===== src/hdl/pfpc_pkg.sv =====
`timescale 1ns / 1ps

package pfpc_pkg;

  localparam int IN_W       = 24;
  localparam int OUT_W      = 64;
  localparam int CFG_IDX_W  = 3;
  localparam int CFG_DATA_W = 16;

  // register indexes
  localparam logic [CFG_IDX_W-1:0] REG_TEMP_TRIP    = 3'd0;
  localparam logic [CFG_IDX_W-1:0] REG_TEMP_RECOVER = 3'd1;
  localparam logic [CFG_IDX_W-1:0] REG_VOLTAGE_STEP = 3'd2;
  localparam logic [CFG_IDX_W-1:0] REG_VOLTAGE_MAX  = 3'd3;
  localparam logic [CFG_IDX_W-1:0] REG_CURRENT_STEP = 3'd4;
  localparam logic [CFG_IDX_W-1:0] REG_CURRENT_MAX  = 3'd5;
  localparam logic [CFG_IDX_W-1:0] REG_LONG_PRESS   = 3'd6;
  localparam logic [CFG_IDX_W-1:0] REG_SAVE_DELAY   = 3'd7;

  localparam logic [11:0] RST_TEMP_TRIP    = 12'd2089;
  localparam logic [11:0] RST_TEMP_RECOVER = 12'd1720;
  localparam logic [9:0]  RST_VOLTAGE_STEP = 10'd50;
  localparam logic [15:0] RST_VOLTAGE_MAX  = 16'd24000;
  localparam logic [9:0]  RST_CURRENT_STEP = 10'd5;
  localparam logic [15:0] RST_CURRENT_MAX  = 16'd2000;
  localparam logic [7:0]  RST_LONG_PRESS   = 8'd20;
  localparam logic [7:0]  RST_SAVE_DELAY   = 8'd100;

  localparam logic [15:0] RST_VOLTAGE_SET = 16'd3300;
  localparam logic [15:0] RST_CURRENT_SET = 16'd100;

  localparam logic [4:0]  HOLD_TICKS = 5'd20;
  localparam logic [13:0] VDAC_GAIN  = 14'd10600;
  localparam logic [14:0] IDAC_GAIN  = 15'd16500;
  localparam logic [11:0] DAC_FULL   = 12'd4095;
  localparam int          FLASH_BIT  = 3;

  typedef struct packed {
    logic [11:0] temp_trip;
    logic [11:0] temp_recover;
    logic [9:0]  voltage_step;
    logic [15:0] voltage_max;
    logic [9:0]  current_step;
    logic [15:0] current_max;
    logic [7:0]  long_press;
    logic [7:0]  save_delay;
  } cfg_t;

  typedef struct packed {
    logic load_in;
    logic exec;
    logic edit;
    logic dac;
    logic out_load;
  } cmd_t;

  function automatic logic [11:0] dac_sat(input logic [14:0] v);
    logic [11:0] r;
    if (v > {3'd0, DAC_FULL}) begin
      r = DAC_FULL;
    end else begin
      r = v[11:0];
    end
    return r;
  endfunction

endpackage


===== src/hdl/pfpc_cfg.sv =====
`timescale 1ns / 1ps

module pfpc_cfg (
  input  logic                            clk,
  input  logic                            rst_n,
  input  logic                            cfg_valid,
  output logic                            cfg_ready,
  input  logic [pfpc_pkg::CFG_IDX_W-1:0]  cfg_index,
  input  logic [pfpc_pkg::CFG_DATA_W-1:0] cfg_data,
  output pfpc_pkg::cfg_t                  cfg
);
  import pfpc_pkg::*;

  cfg_t cfg_r;

  assign cfg_ready = rst_n;
  assign cfg       = cfg_r;

  always_ff @(posedge clk) begin
    if (!rst_n) begin
      cfg_r.temp_trip    <= RST_TEMP_TRIP;
      cfg_r.temp_recover <= RST_TEMP_RECOVER;
      cfg_r.voltage_step <= RST_VOLTAGE_STEP;
      cfg_r.voltage_max  <= RST_VOLTAGE_MAX;
      cfg_r.current_step <= RST_CURRENT_STEP;
      cfg_r.current_max  <= RST_CURRENT_MAX;
      cfg_r.long_press   <= RST_LONG_PRESS;
      cfg_r.save_delay   <= RST_SAVE_DELAY;
    end else if (cfg_valid) begin
      case (cfg_index)
        REG_TEMP_TRIP:    cfg_r.temp_trip    <= cfg_data[11:0];
        REG_TEMP_RECOVER: cfg_r.temp_recover <= cfg_data[11:0];
        REG_VOLTAGE_STEP: cfg_r.voltage_step <= cfg_data[9:0];
        REG_VOLTAGE_MAX:  cfg_r.voltage_max  <= cfg_data[15:0];
        REG_CURRENT_STEP: cfg_r.current_step <= cfg_data[9:0];
        REG_CURRENT_MAX:  cfg_r.current_max  <= cfg_data[15:0];
        REG_LONG_PRESS:   cfg_r.long_press   <= cfg_data[7:0];
        REG_SAVE_DELAY:   cfg_r.save_delay   <= cfg_data[7:0];
        default: ;
      endcase
    end
  end

endmodule


===== src/hdl/pfpc_ctrl.sv =====
`timescale 1ns / 1ps

module pfpc_ctrl (
  input  logic               clk,
  input  logic               rst_n,
  input  logic               in_tvalid,
  output logic               in_tready,
  output logic               out_tvalid,
  input  logic               out_tready,
  output pfpc_pkg::cmd_t     cmd
);
  import pfpc_pkg::*;

  localparam logic [2:0] S_IDLE = 3'd0;
  localparam logic [2:0] S_EXEC = 3'd1;
  localparam logic [2:0] S_EDIT = 3'd2;
  localparam logic [2:0] S_DAC  = 3'd3;
  localparam logic [2:0] S_OUT  = 3'd4;

  logic [2:0] state_r, state_nxt;
  logic       out_valid_r, out_valid_nxt;
  logic       out_free;
  logic       accept;

  assign out_free   = !out_valid_r || out_tready;
  // a new tick may be taken in the same cycle the previous result is loaded
  assign in_tready  = rst_n && ((state_r == S_IDLE) || (state_r == S_OUT && out_free));
  assign accept     = in_tvalid && in_tready;
  assign out_tvalid = out_valid_r;

  always_comb begin
    state_nxt    = state_r;
    cmd.load_in  = accept;
    cmd.exec     = (state_r == S_EXEC);
    cmd.edit     = (state_r == S_EDIT);
    cmd.dac      = (state_r == S_DAC);
    cmd.out_load = (state_r == S_OUT) && out_free;
    case (state_r)
      S_IDLE: if (accept) state_nxt = S_EXEC;
      S_EXEC: state_nxt = S_EDIT;
      S_EDIT: state_nxt = S_DAC;
      S_DAC:  state_nxt = S_OUT;
      S_OUT: begin
        if (out_free) state_nxt = accept ? S_EXEC : S_IDLE;
      end
      default: state_nxt = S_IDLE;
    endcase
    if (cmd.out_load) begin
      out_valid_nxt = 1'b1;
    end else if (out_tready) begin
      out_valid_nxt = 1'b0;
    end else begin
      out_valid_nxt = out_valid_r;
    end
  end

  always_ff @(posedge clk) begin
    if (!rst_n) begin
      state_r     <= S_IDLE;
      out_valid_r <= 1'b0;
    end else begin
      state_r     <= state_nxt;
      out_valid_r <= out_valid_nxt;
    end
  end

  a_accept_exec: assert property (@(posedge clk) disable iff (!rst_n)
    in_tvalid && in_tready |=> state_r == S_EXEC)
    else $error("accepted tick did not start execution");

  a_ready_state: assert property (@(posedge clk) disable iff (!rst_n)
    in_tready |-> (state_r == S_IDLE || state_r == S_OUT))
    else $error("input ready while a tick is in work");

  a_valid_source: assert property (@(posedge clk) disable iff (!rst_n)
    $rose(out_tvalid) |-> $past(state_r) == S_OUT)
    else $error("result raised outside the output state");

endmodule


===== src/hdl/pfpc_dp.sv =====
`timescale 1ns / 1ps

module pfpc_dp (
  input  logic                       clk,
  input  logic                       rst_n,
  input  pfpc_pkg::cmd_t             cmd,
  input  pfpc_pkg::cfg_t             cfg,
  input  logic [pfpc_pkg::IN_W-1:0]  in_tdata,
  output logic [pfpc_pkg::OUT_W-1:0] out_tdata
);
  import pfpc_pkg::*;

  // latched tick
  logic               enc_r, mode_r;
  logic signed [9:0]  delta_r;
  logic [11:0]        temp_r;

  // panel state
  logic        standby_r, standby_nxt;
  logic [7:0]  long_count_r, long_count_nxt;
  logic        prev_enc_r, prev_enc_nxt;
  logic        prev_mode_r, prev_mode_nxt;
  logic        edit_cur_r, edit_cur_nxt;
  logic        output_on_r, output_on_nxt;
  logic [15:0] vset_r, iset_r;
  logic [4:0]  hold_r, hold_nxt;
  logic        over_temp_r, over_temp_nxt;
  logic [7:0]  save_r, save_nxt;
  logic [7:0]  flash_r, flash_nxt;

  // per-tick work registers
  logic               show_r, show_nxt;
  logic               green_r, green_nxt;
  logic               strobe_r, strobe_nxt;
  logic               do_edit_r, do_edit_nxt;
  logic signed [20:0] product_r;
  logic [29:0]        vprod_r;
  logic [30:0]        iprod_r;
  logic [OUT_W-1:0]   out_r;

  logic [9:0]         step_sel;
  logic [15:0]        base_sel, max_sel, edit_val;
  logic signed [21:0] sum;

  always_comb begin
    logic [7:0] lc;
    logic       entered;
    standby_nxt    = standby_r;
    long_count_nxt = long_count_r;
    edit_cur_nxt   = edit_cur_r;
    output_on_nxt  = output_on_r;
    hold_nxt       = hold_r;
    over_temp_nxt  = over_temp_r;
    save_nxt       = save_r;
    flash_nxt      = flash_r;
    show_nxt       = 1'b0;
    green_nxt      = 1'b0;
    strobe_nxt     = 1'b0;
    do_edit_nxt    = 1'b0;
    prev_enc_nxt   = enc_r;
    prev_mode_nxt  = mode_r;
    entered        = 1'b0;
    lc             = long_count_r + 8'd1;
    if (standby_r) begin
      // falling edge on either button wakes the panel
      if ((!enc_r && prev_enc_r) || (!mode_r && prev_mode_r)) begin
        standby_nxt    = 1'b0;
        long_count_nxt = 8'd0;
      end
    end else begin
      if (!enc_r) begin
        long_count_nxt = lc;
        if (lc >= cfg.long_press) begin
          standby_nxt    = 1'b1;
          long_count_nxt = 8'd0;
          output_on_nxt  = 1'b0;
          entered        = 1'b1;
        end
      end else begin
        // short press release: toggle, enabling refused while over-temp
        if (!prev_enc_r && long_count_r < cfg.long_press) begin
          output_on_nxt = output_on_r ? 1'b0 : !over_temp_r;
        end
        long_count_nxt = 8'd0;
      end
      if (!entered) begin
        if (!mode_r && prev_mode_r) edit_cur_nxt = !edit_cur_r;
        if (delta_r != 10'sd0) begin
          do_edit_nxt = 1'b1;
          save_nxt    = cfg.save_delay;
          if (output_on_nxt) hold_nxt = HOLD_TICKS;
        end
        if (hold_nxt != 5'd0) hold_nxt = hold_nxt - 5'd1;
        if (!over_temp_r && temp_r >= cfg.temp_trip) begin
          over_temp_nxt = 1'b1;
          output_on_nxt = 1'b0;
        end else if (over_temp_r && temp_r < cfg.temp_recover) begin
          over_temp_nxt = 1'b0;
        end
        if (save_nxt != 8'd0) begin
          save_nxt   = save_nxt - 8'd1;
          strobe_nxt = (save_nxt == 8'd0);
        end
        show_nxt  = !over_temp_nxt && (!output_on_nxt || hold_nxt != 5'd0);
        flash_nxt = flash_r + 8'd1;
        green_nxt = output_on_nxt && flash_nxt[FLASH_BIT];
      end
    end
  end

  assign step_sel = edit_cur_nxt ? cfg.current_step : cfg.voltage_step;
  assign base_sel = edit_cur_r ? iset_r : vset_r;
  assign max_sel  = edit_cur_r ? cfg.current_max : cfg.voltage_max;
  assign sum      = $signed({6'd0, base_sel}) + $signed({product_r[20], product_r});

  always_comb begin
    if (sum[21]) begin
      edit_val = 16'd0;
    end else if (sum[20:0] > {5'd0, max_sel}) begin
      edit_val = max_sel;
    end else begin
      edit_val = sum[15:0];
    end
  end

  always_ff @(posedge clk) begin
    if (cmd.load_in) begin
      enc_r   <= in_tdata[0];
      mode_r  <= in_tdata[1];
      delta_r <= $signed(in_tdata[11:2]);
      temp_r  <= in_tdata[23:12];
    end
    if (cmd.exec) begin
      show_r    <= show_nxt;
      green_r   <= green_nxt;
      strobe_r  <= strobe_nxt;
      do_edit_r <= do_edit_nxt;
      product_r <= delta_r * $signed({1'b0, step_sel});
    end
    if (cmd.dac) begin
      vprod_r <= vset_r * VDAC_GAIN;
      iprod_r <= iset_r * IDAC_GAIN;
    end
    if (cmd.out_load) begin
      out_r <= {1'b0, strobe_r, green_r, standby_r, over_temp_r, show_r, edit_cur_r,
                iset_r, vset_r, dac_sat(iprod_r[30:16]),
                output_on_r ? dac_sat({1'b0, vprod_r[29:16]}) : 12'd0,
                output_on_r};
    end
  end

  always_ff @(posedge clk) begin
    if (!rst_n) begin
      standby_r    <= 1'b0;
      long_count_r <= 8'd0;
      prev_enc_r   <= 1'b1;
      prev_mode_r  <= 1'b1;
      edit_cur_r   <= 1'b0;
      output_on_r  <= 1'b0;
      vset_r       <= RST_VOLTAGE_SET;
      iset_r       <= RST_CURRENT_SET;
      hold_r       <= 5'd0;
      over_temp_r  <= 1'b0;
      save_r       <= 8'd0;
      flash_r      <= 8'd0;
    end else begin
      if (cmd.exec) begin
        standby_r    <= standby_nxt;
        long_count_r <= long_count_nxt;
        prev_enc_r   <= prev_enc_nxt;
        prev_mode_r  <= prev_mode_nxt;
        edit_cur_r   <= edit_cur_nxt;
        output_on_r  <= output_on_nxt;
        hold_r       <= hold_nxt;
        over_temp_r  <= over_temp_nxt;
        save_r       <= save_nxt;
        flash_r      <= flash_nxt;
      end
      if (cmd.edit && do_edit_r) begin
        if (edit_cur_r) begin
          iset_r <= edit_val;
        end else begin
          vset_r <= edit_val;
        end
      end
    end
  end

  assign out_tdata = out_r;

  a_standby_off: assert property (@(posedge clk) disable iff (!rst_n)
    standby_r |-> !output_on_r)
    else $error("output on while in standby");

  a_overtemp_off: assert property (@(posedge clk) disable iff (!rst_n)
    over_temp_r |-> !output_on_r)
    else $error("output on while over-temperature");

  a_state_hold: assert property (@(posedge clk) disable iff (!rst_n)
    !cmd.exec |=> $stable(standby_r) && $stable(flash_r) && $stable(save_r))
    else $error("panel state moved outside execution");

endmodule


===== src/hdl/psu_front_panel_controller_unit.sv =====
`timescale 1ns / 1ps

// Front-panel controller of a bench supply, one transaction per 50 ms tick.
// in_tdata carries the button levels, encoder delta and temperature code; each
// accepted tick yields exactly one status transaction on out_tdata with the
// output switch, both DAC codes, setpoints, display and LED flags and the
// save strobe.
// cfg_* writes one of the eight panel registers by index; it is ready whenever
// reset is released and is to be used only while no tick is in work.
// Each accepted tick runs through the four-step sequencer in the controller
// (execute, setpoint edit, DAC multiply, output load), and the result is valid
// once the output load has registered it; the next tick is taken in the
// cycle its predecessor's result is loaded.
// When out_tready is low the result stays in the output register; the next
// tick is worked through and then waits in the sequencer, with in_tready low,
// until the output register frees.
// Reset (rst_n low, synchronous) restores the register defaults and the panel
// state: output off, voltage editing, 3300 mV / 100 mA, no standby.
module psu_front_panel_controller_unit (
  input  logic                            clk,
  input  logic                            rst_n,
  input  logic                            in_tvalid,
  output logic                            in_tready,
  // [0] enc_button_level, [1] mode_button_level, [11:2] enc_delta, [23:12] temp_code
  input  logic [pfpc_pkg::IN_W-1:0]       in_tdata,
  output logic                            out_tvalid,
  input  logic                            out_tready,
  // [0] output_enabled, [12:1] voltage_dac, [24:13] current_dac,
  // [40:25] voltage_setpoint_mv, [56:41] current_setpoint_ma, [57] editing_current,
  // [58] setpoint_shown, [59] over_temp_flag, [60] standby_flag, [61] leds_lit,
  // [62] save_strobe, [63] zero
  output logic [pfpc_pkg::OUT_W-1:0]      out_tdata,
  input  logic                            cfg_valid,
  output logic                            cfg_ready,
  input  logic [pfpc_pkg::CFG_IDX_W-1:0]  cfg_index,
  input  logic [pfpc_pkg::CFG_DATA_W-1:0] cfg_data
);
  import pfpc_pkg::*;

  cfg_t cfg;
  cmd_t cmd;

  pfpc_cfg u_cfg (
    .clk       (clk),
    .rst_n     (rst_n),
    .cfg_valid (cfg_valid),
    .cfg_ready (cfg_ready),
    .cfg_index (cfg_index),
    .cfg_data  (cfg_data),
    .cfg       (cfg)
  );

  pfpc_ctrl u_ctrl (
    .clk        (clk),
    .rst_n      (rst_n),
    .in_tvalid  (in_tvalid),
    .in_tready  (in_tready),
    .out_tvalid (out_tvalid),
    .out_tready (out_tready),
    .cmd        (cmd)
  );

  pfpc_dp u_dp (
    .clk       (clk),
    .rst_n     (rst_n),
    .cmd       (cmd),
    .cfg       (cfg),
    .in_tdata  (in_tdata),
    .out_tdata (out_tdata)
  );

endmodule

===== config.mk =====
export PLATFORM = sky130hd
export DESIGN_NAME = psu_front_panel_controller_unit
export DESIGN_NICKNAME = d
export VERILOG_FILES = /design/src/hdl/pfpc_pkg.sv /design/src/hdl/pfpc_cfg.sv /design/src/hdl/pfpc_ctrl.sv /design/src/hdl/pfpc_dp.sv /design/src/hdl/psu_front_panel_controller_unit.sv
export SDC_FILE = /design/constraint.sdc
export NUM_CORES = 1
export LEC_CHECK = 0
export ABC_AREA = 1
export BUFFER_PORTS_ARGS = -buffer_cell sky130_fd_sc_hd__buf_2
export CORE_MARGIN = 5
export CORE_UTILIZATION = 55
export DETAILED_ROUTE_END_ITERATION = 7
export HOLD_SLACK_MARGIN = 0.15
export PLACE_DENSITY = 0.78
export SETUP_SLACK_MARGIN = 0.05
export SYNTH_ARGS = -nofsm -noshare
export SYNTH_HDL_FRONTEND = slang
export SYNTH_SLANG_ARGS = --single-unit

===== constraint.sdc =====
create_clock -name clk -period 8.6 [get_ports clk]
set_clock_uncertainty 0.1 [all_clocks]
set_input_delay 2.15 -clock clk [delete_from_list [all_inputs] [get_ports clk]]
set_output_delay 2.15 -clock clk [all_outputs]
set_load 0.01 [all_outputs]

==> metrics.md, run 1 <==
| Metric | Value |
|---|---|
| Status | finished, final reports clean |
| Post-DP HPWL | 42.5 mm |
| Yosys cell types | 56 |
| Grt ovf | 0 |
| Worst reg2reg startpoint | u_dp.long_count_r[2]$_SDFFE_PN0P_ |
| Setup TNS | 0 ns |
| Worst Path Max Fanout | 8 |
| Dominant cell by count in the synthesized netlist | inv_1 |
| Post-layout min period | 7.97 ns |
| Clock Sinks | 300 |
| # setup viols final | 0 |
| Setup crit end kind | flip-flop |
| CTS HTree Levels | 2 |
| Least-Margin Pin Slew | 1.14 ns |
| Combinational share of power | 65.3% |
| Hold buffers post-CTS | 0 |
| RePlAce Congestion | 0.917 |
| Crit-path most repeated cell | inv_1 |
| Most used DFF post-synth | dfxtp_1 |
| Num ports | 115 |
| Switch share | 47.2% |
| Crit path launch type | flip-flop |
| CP Data Required Time | 8.80 ns |
| Post-synthesis instance area | 0.0234 mm2 |
| Ys Warns | 0 |
| Worst min-delay path category | reg2reg |
| CP delay by family, top | adder cells |
| Leak | 0.0127 uW |
| Worst vdd ir | 0.000369 V |
| Final Core Density | 61.1% |
| First-pass GRT wire length | 88.0 mm |
| P_sw | 4780 uW |
| Core ar. | 0.0419 mm2 |
| 1st-pass router iterations | 5 |
| Clock buffer depth | 3 |
| PortBufs | 113 |
| Largest stage delay on the critical path | 0.54 ns |
| Number of global-route vias before repair | 18000 |
| Final net count | 3316 |
| GRT Resource Usage Total | 22.8% |
| Int Pwr | 5360 uW |
| RSZ-0062 raised after global routing | false |
| Synthesized area per cell | 8.69 um2 |
| Syn-to-layout area delta | 9.76% |
| Tcrit/Tclk final | 92.6% |
| Initial drt markers | 927 |
| Top cells by count, synth | inv_1, nand2_1, ha_1 |
| Clk_lat worst skew | 0.55 ns |
| DRC viols | 0 |
| Post-route ant nets | 0 |
| Cells after Synth | 2690 |
| Die ar. | 0.0467 mm2 |
| CP Data Arrival Time | 8.17 ns |
| Dpl ws | 0.316 ns |
| Diode count | 0 |
| Seq/Total Area, Yosys | 31.7% |
| Critical Path Stages | 36 |
| Vias per inst | 5.34 |
| Final Hold Viols | 0 |
| Critical Path Start | u_dp.long_count_r[2]$_SDFFE_PN0P_ |
| Slew margin rel. | 24.1% |
| CTS tree | yes |
| Cell Pwr Density | 395 mW/mm2 |
| Setup ws final | 0.633 ns |
| Async S/R FF share, synth | 0% |
| WHS Path Cells | 0 |
| Root buffer cell | clkbuf_16 |
| Chip height | 216 um |
| Number of max-cap violations | 0 |
| Clock share of power | 14.4% |
| Initial antenna violation count | 0 |
| Initial core utilization | 55.7% |
| Net Count, Synth | 3210 |
| Clock transition at path regs | 0.06 ns |
| Crit Path Class | reg2reg |
| Slew Viols, Final | 0 |
| Vias | 18000 |
| Die Wd | 216 um |
| Fillers | 3580 |
| FF-to-FF path depth | 36 |
| Achievable frequency | 0.126 GHz |
| Num CTS Buffers | 34 |
| Synth area leader | edfxtp_1 |
| Top cell type's share of synthesized area | 18.1% |
| Top post-synthesis cells by area | edfxtp_1, ha_1, dfxtp_1 |
| Inst Count DP | 3296 |
| #FFs+latches synth | 300 |
| Post-Route WL | 53.6 mm |
| EDFF count, synth | 141 |
| Crit path buf inv count | 7 |
| Share of layout cells above drive strength 1 | 9.39% |
| Final cell count without fillers | 3360 |
| Slowest-stage cell, CP | fa_1 |
| Pin count of the biggest net entering global routing | 129 |
| Cell row count | 75 |
| Hold Crit Start | u_dp.show_r$_SDFFCE_PP0P_ |
| Seq pwr share | 20.3% |
| Post-DR wirelength/cell | 16.0 um |
==> final timing paths <==
path	to	slack, ns
setup / recovery	u_dp.product_r[17]$_DFFE_PP_	0.63
hold / removal	u_dp.out_tdata[58]$_DFFE_PP_	0.34
setup reg to reg	u_dp.product_r[17]$_DFFE_PP_	0.63
hold reg to reg	u_dp.out_tdata[58]$_DFFE_PP_	0.34
==> state kept, by name (all words and copies together), names as in the netlist, 8 cells and up <==
name               flops
u_dp.out_tdata        63
u_dp.vset_r           16
u_dp.product_r        21
u_dp.iprod_r          15
u_dp.iset_r           16
u_dp.temp_r           12
u_dp.vprod_r          14
u_dp.save_r            8
u_cfg.cfg             92
u_dp.long_count_r      8
u_dp.delta_r          10
==> layer usage <==
| layer | wire length [um] | track usage (%) |
|---|---|---|
| met4 | 1440 | 6.72 |
| met3 | 2510 | 2.60 |
| met1 | 23000 | 29.3 |
| met5 | 0 | 0 |
| met2 | 26600 | 40.7 |
==> power groups by stage <==
stage / clock (uW) / sequential (uW) / combinational [uW]
final: 1460 / 2050 / 6620
after global routing: 1550 / 2070 / 7660
after CTS: 1490 / 2050 / 6660
after detailed placement: 0 / 2080 / 6590
after global placement: 0 / 2070 / 6380
after floorplan: 0 / 2020 / 5180
==> per-stage QoR <==
stage | hold slack (ns) | instance area (um2) | power, uW
6_report | 0.339 | 25600 | 10100
3_5_place_dp | 0.326 | 24400 | 8670
2_1_floorplan | 0.300 | 23400 | 7190
4_1_cts | 0.334 | 25600 | 10200
3_3_place_gp | 0.334 | 24400 | 8450
5_1_grt | 0.349 | 25600 | 11300
==> layout make-up <==
cell class	count	area [um2]	area share (%)
clock buffer	47	993	3.87
tap	539	674	2.63
timing repair buffer	127	671	2.62
clock inverter	14	153	0.595
multi-input combinational	1821	13800	53.9
sequential	300	7420	28.9
inverter	512	1920	7.49
==> cells by family after synthesis <==
family | synth area share [%]
and+or+nand+nor | 15.4
buffers and inverters | 9.37
adders and majority gates | 29.9
AOI/OAI and AO/OA | 10.1
DFF | 31.7
xor gates and xnor gates | 2.81
muxes | 0.643
other | 0.0160
==> layout by cell type (no fill, tap or decap), types with 4 or more instances in the layout <==
cell / count
nor2_4: 4
or2_2: 6
xor2_1: 51
ha_1: 328
nand3b_1: 9
clkbuf_16: 37
a31oi_1: 5
nor2_2: 5
clkbuf_1: 7
o31ai_1: 4
nor4_1: 4
o21ai_1: 8
a22oi_1: 7
nand4_1: 24
nand2_2: 22
buf_4: 14
o211ai_1: 25
nand3_2: 10
nor2_1: 230
clkinv_1: 5
inv_2: 10
inv_1: 498
nand3_1: 79
dfxtp_1: 158
o21bai_1: 5
a21oi_1: 194
xnor2_1: 22
nor3_1: 13
o21ai_0: 153
buf_2: 113
fa_1: 144
o21ai_2: 13
edfxtp_1: 141
nand2_1: 407
mux2i_1: 15
a21o_1: 4
==> repair_timing <==
item                                    in CTS  in global routing
buffers inserted                             0                  2
resized for setup                            0                  4
endpoints found under the setup margin       0                  3
Note: power is estimated with default switching activity, not from simulation.
==> inputs of run 2 (changes only) <==
CAP_MARGIN = 20   (was unset)
GPL_TIMING_DRIVEN = 0   (was unset)
clock period = 9.3 ns   (was 8.6 ns; I/O delays follow)
==> run 2 against run 1 <==
Global-route usage up 0.73 points. Die area did not move. Non-clock buffer count grew 46. Flip-flop and latch count unchanged. First-iteration DRC count up 34%. Via count rose by 2.3%. Register-to-register slack improved by 0.31 ns. Final cell count is 1.4% higher. Cell area rose by 0.66%. Critical path depth rose by 1. Maximum frequency is 4.7% lower. Power fell by 7.6%.
==> metrics.md, run 2 (same netlist as run 1, synthesis figures left out) <==
| Metric | Value |
|---|---|
| DRC viols | 0 (unchanged) |
| Clock Sinks | 300 (unchanged) |
| Syn-to-layout area delta | 10.5% |
| Dpl ws | 1.06 ns (+0.745 ns) |
| Achievable frequency | 0.120 GHz (-4.7%) |
| Largest stage delay on the critical path | 0.55 ns (about the same) |
| Post-CTS setup buffers | 0 (unchanged) |
| CTS HTree Levels | 2 (unchanged) |
| Die Wd | 216 um (unchanged) |
| Number of max-cap violations | 0 (unchanged) |
| Number of global-route vias before repair | 18600 (+2.9%) |
| Sequential cell area | 0.00742 mm2 (about the same) |
| Status | finished, final reports clean |
| Post-DP HPWL | 43.8 mm (+2.9%) |
| Cell row count | 75 (unchanged) |
| Setup crit end kind | flip-flop |
| Post-DR wirelength/cell | 16.0 um (+0.45%) |
| Worst Path Max Fanout | 10 (+2) |
| Slew margin rel. | 37.1% (+13 points) |
| RePlAce Congestion | 0.965 (+5.3%) |
| Chip height | 216 um (unchanged) |
| Num ports | 115 (unchanged) |
| Pin count of the biggest net entering global routing | 33 (-74%) |
| Die ar. | 0.0467 mm2 (unchanged) |
| 1st-pass router iterations | 5 (unchanged) |
| Cell Pwr Density | 363 mW/mm2 (-8.3%) |
| Least-Margin Pin Slew | 0.936 ns (-0.203 ns) |
| Fillers | 3490 (-2.5%) |
| CP Data Arrival Time | 8.55 ns (+0.38 ns) |
| CTS tree | yes |
| Crit Path Class | reg2reg |
| Setup TNS | 0 ns (unchanged) |
| Worst vdd ir | 0.000379 V (+2.6%) |
| Clock buffer depth | 3 (unchanged) |
| Most common cell after layout, fill and taps aside | inv_1 |
| Core ar. | 0.0419 mm2 (unchanged) |
| Tcrit/Tclk final | 89.9% (-2.8 points) |
| Vias per inst | 5.39 (+0.89%) |
| Initial drt markers | 1243 (+34%) |
| Root buffer cell | clkbuf_16 |
| Post-layout min period | 8.36 ns (+0.392 ns) |
| Leak | 0.0127 uW (+0.41%) |
| Initial antenna violation count | 0 (unchanged) |
| Worst min-delay path category | reg2reg |
| Multi-input combinational cell area | 0.0138 mm2 (-0.32%) |
| PortBufs | 109 (-3.5%) |
| Slew Viols, Final | 0 (unchanged) |
| Share of layout cells above drive strength 1 | 9.07% (-0.33 points) |
| Slowest-stage cell, CP | fa_1 |
| CP Data Required Time | 9.49 ns (+0.69 ns) |
| Grt ovf | 0 (unchanged) |
| First-pass GRT wire length | 91.0 mm (+3.4%) |
| Vias | 18400 (+2.3%) |
| Setup ws final | 0.941 ns (+0.308 ns) |
| Clk_lat worst skew | 0.56 ns (about the same) |
| Hold buffers post-CTS | 0 (unchanged) |
| RSZ-0062 raised after global routing | false |
| Diode count | 0 (unchanged) |
| Crit-path most repeated cell | inv_1 |
| # setup viols final | 0 (unchanged) |
| Post-Route WL | 54.6 mm (+1.8%) |
| Final Hold Viols | 0 (unchanged) |
| # resized after CTS | 0 (unchanged) |
| Most frequent cells in the layout | inv_1, nand2_1, ha_1 |
| Largest register FFs | 92 (unchanged) |
| Post-route ant nets | 0 (unchanged) |
| Initial core utilization | 55.7% (unchanged) |
| Crit path launch type | flip-flop |
| Clock transition at path regs | 0.06 ns (about the same) |
| Num CTS Buffers | 35 (+2.9%) |
| Final net count | 3362 (+1.4%) |
| GRT Resource Usage Total | 23.5% (+0.73 points) |
## run 2: changes by cell type in the layout (fill, tap and decap cells not counted), sizes merged
cell,previous run,this run
clkinv,10,13
buf,127,131
inv,511,512
xor2,53,52
bufinv,2,0
clkbuf,47,91
clkinvlp,3,0
## run 2: area by class of cell
class	count	share of cell area, %
well taps	539	2.61
inverters	512	7.44
multi-input cells	1820	53.3
clock buffers	49	3.79
repair buffers	115	2.60
flip-flops and latches	300	28.7
clock inverters	13	0.446
plain buffers	58	1.04
## run 2: through the flow
step                cells  utilization, %  hold WS [ns]  instance area [um2]  power [uW]
global placement     3338            58.6         0.310                24600        7860
finish               3406            61.5         0.331                25800        9360
floorplan            2690               -         0.300                23400        6650
CTS                  3405            61.5         0.336                25800        9410
detailed placement   3343            58.9         0.316                24700        8060
global route         3406            61.5         0.350                25800       10400
## run 2: path summary, 6_finish.rpt
kind / startpoint / end / slack [ns] / cells past startpoint
min reg2reg: u_dp.green_r$_SDFFCE_PP0P_ / u_dp.out_tdata[61]$_DFFE_PP_ / 0.33 / 0
max: u_dp.long_count_r[2]$_SDFFE_PN0P_ / u_dp.product_r[17]$_DFFE_PP_ / 0.94 / 37
min: u_dp.green_r$_SDFFCE_PP0P_ / u_dp.out_tdata[61]$_DFFE_PP_ / 0.33 / 0
max reg2reg: u_dp.long_count_r[2]$_SDFFE_PN0P_ / u_dp.product_r[17]$_DFFE_PP_ / 0.94 / 37
## run 2: worst max-delay path: cells and delay by family, from the launching register on
family / cells / cell delay [ns]
adder cells (fa/ha/maj): 7 / 3.21
AO/OA/AOI/OAI: 8 / 1.62
AND/OR/NAND/NOR: 11 / 1.46
buffers and inverters: 8 / 0.63
XOR/XNOR: 3 / 0.60
flip-flops: 1 / 0.43
## run 2: per-layer routing
| metal | GRT usage [%] | vias up | wire, um | share of wire, % |
|---|---|---|---|---|
| li1 | - | 9042 | - | - |
| met1 | 30.3 | 8642 | 23000 | 42 |
| met2 | 40.9 | 553 | 26400 | 48 |
| met3 | 3.46 | 125 | 3380 | 6.2 |
| met4 | 7.63 | 0 | 1840 | 3.4 |
| met5 | 0 | - | 0 | 0 |
## run 2: power breakdown
group          internal, uW  switching [uW]  total [uW]
combinational          2390            3770        6170
clock                   744             556        1300
sequential             1770             130        1900
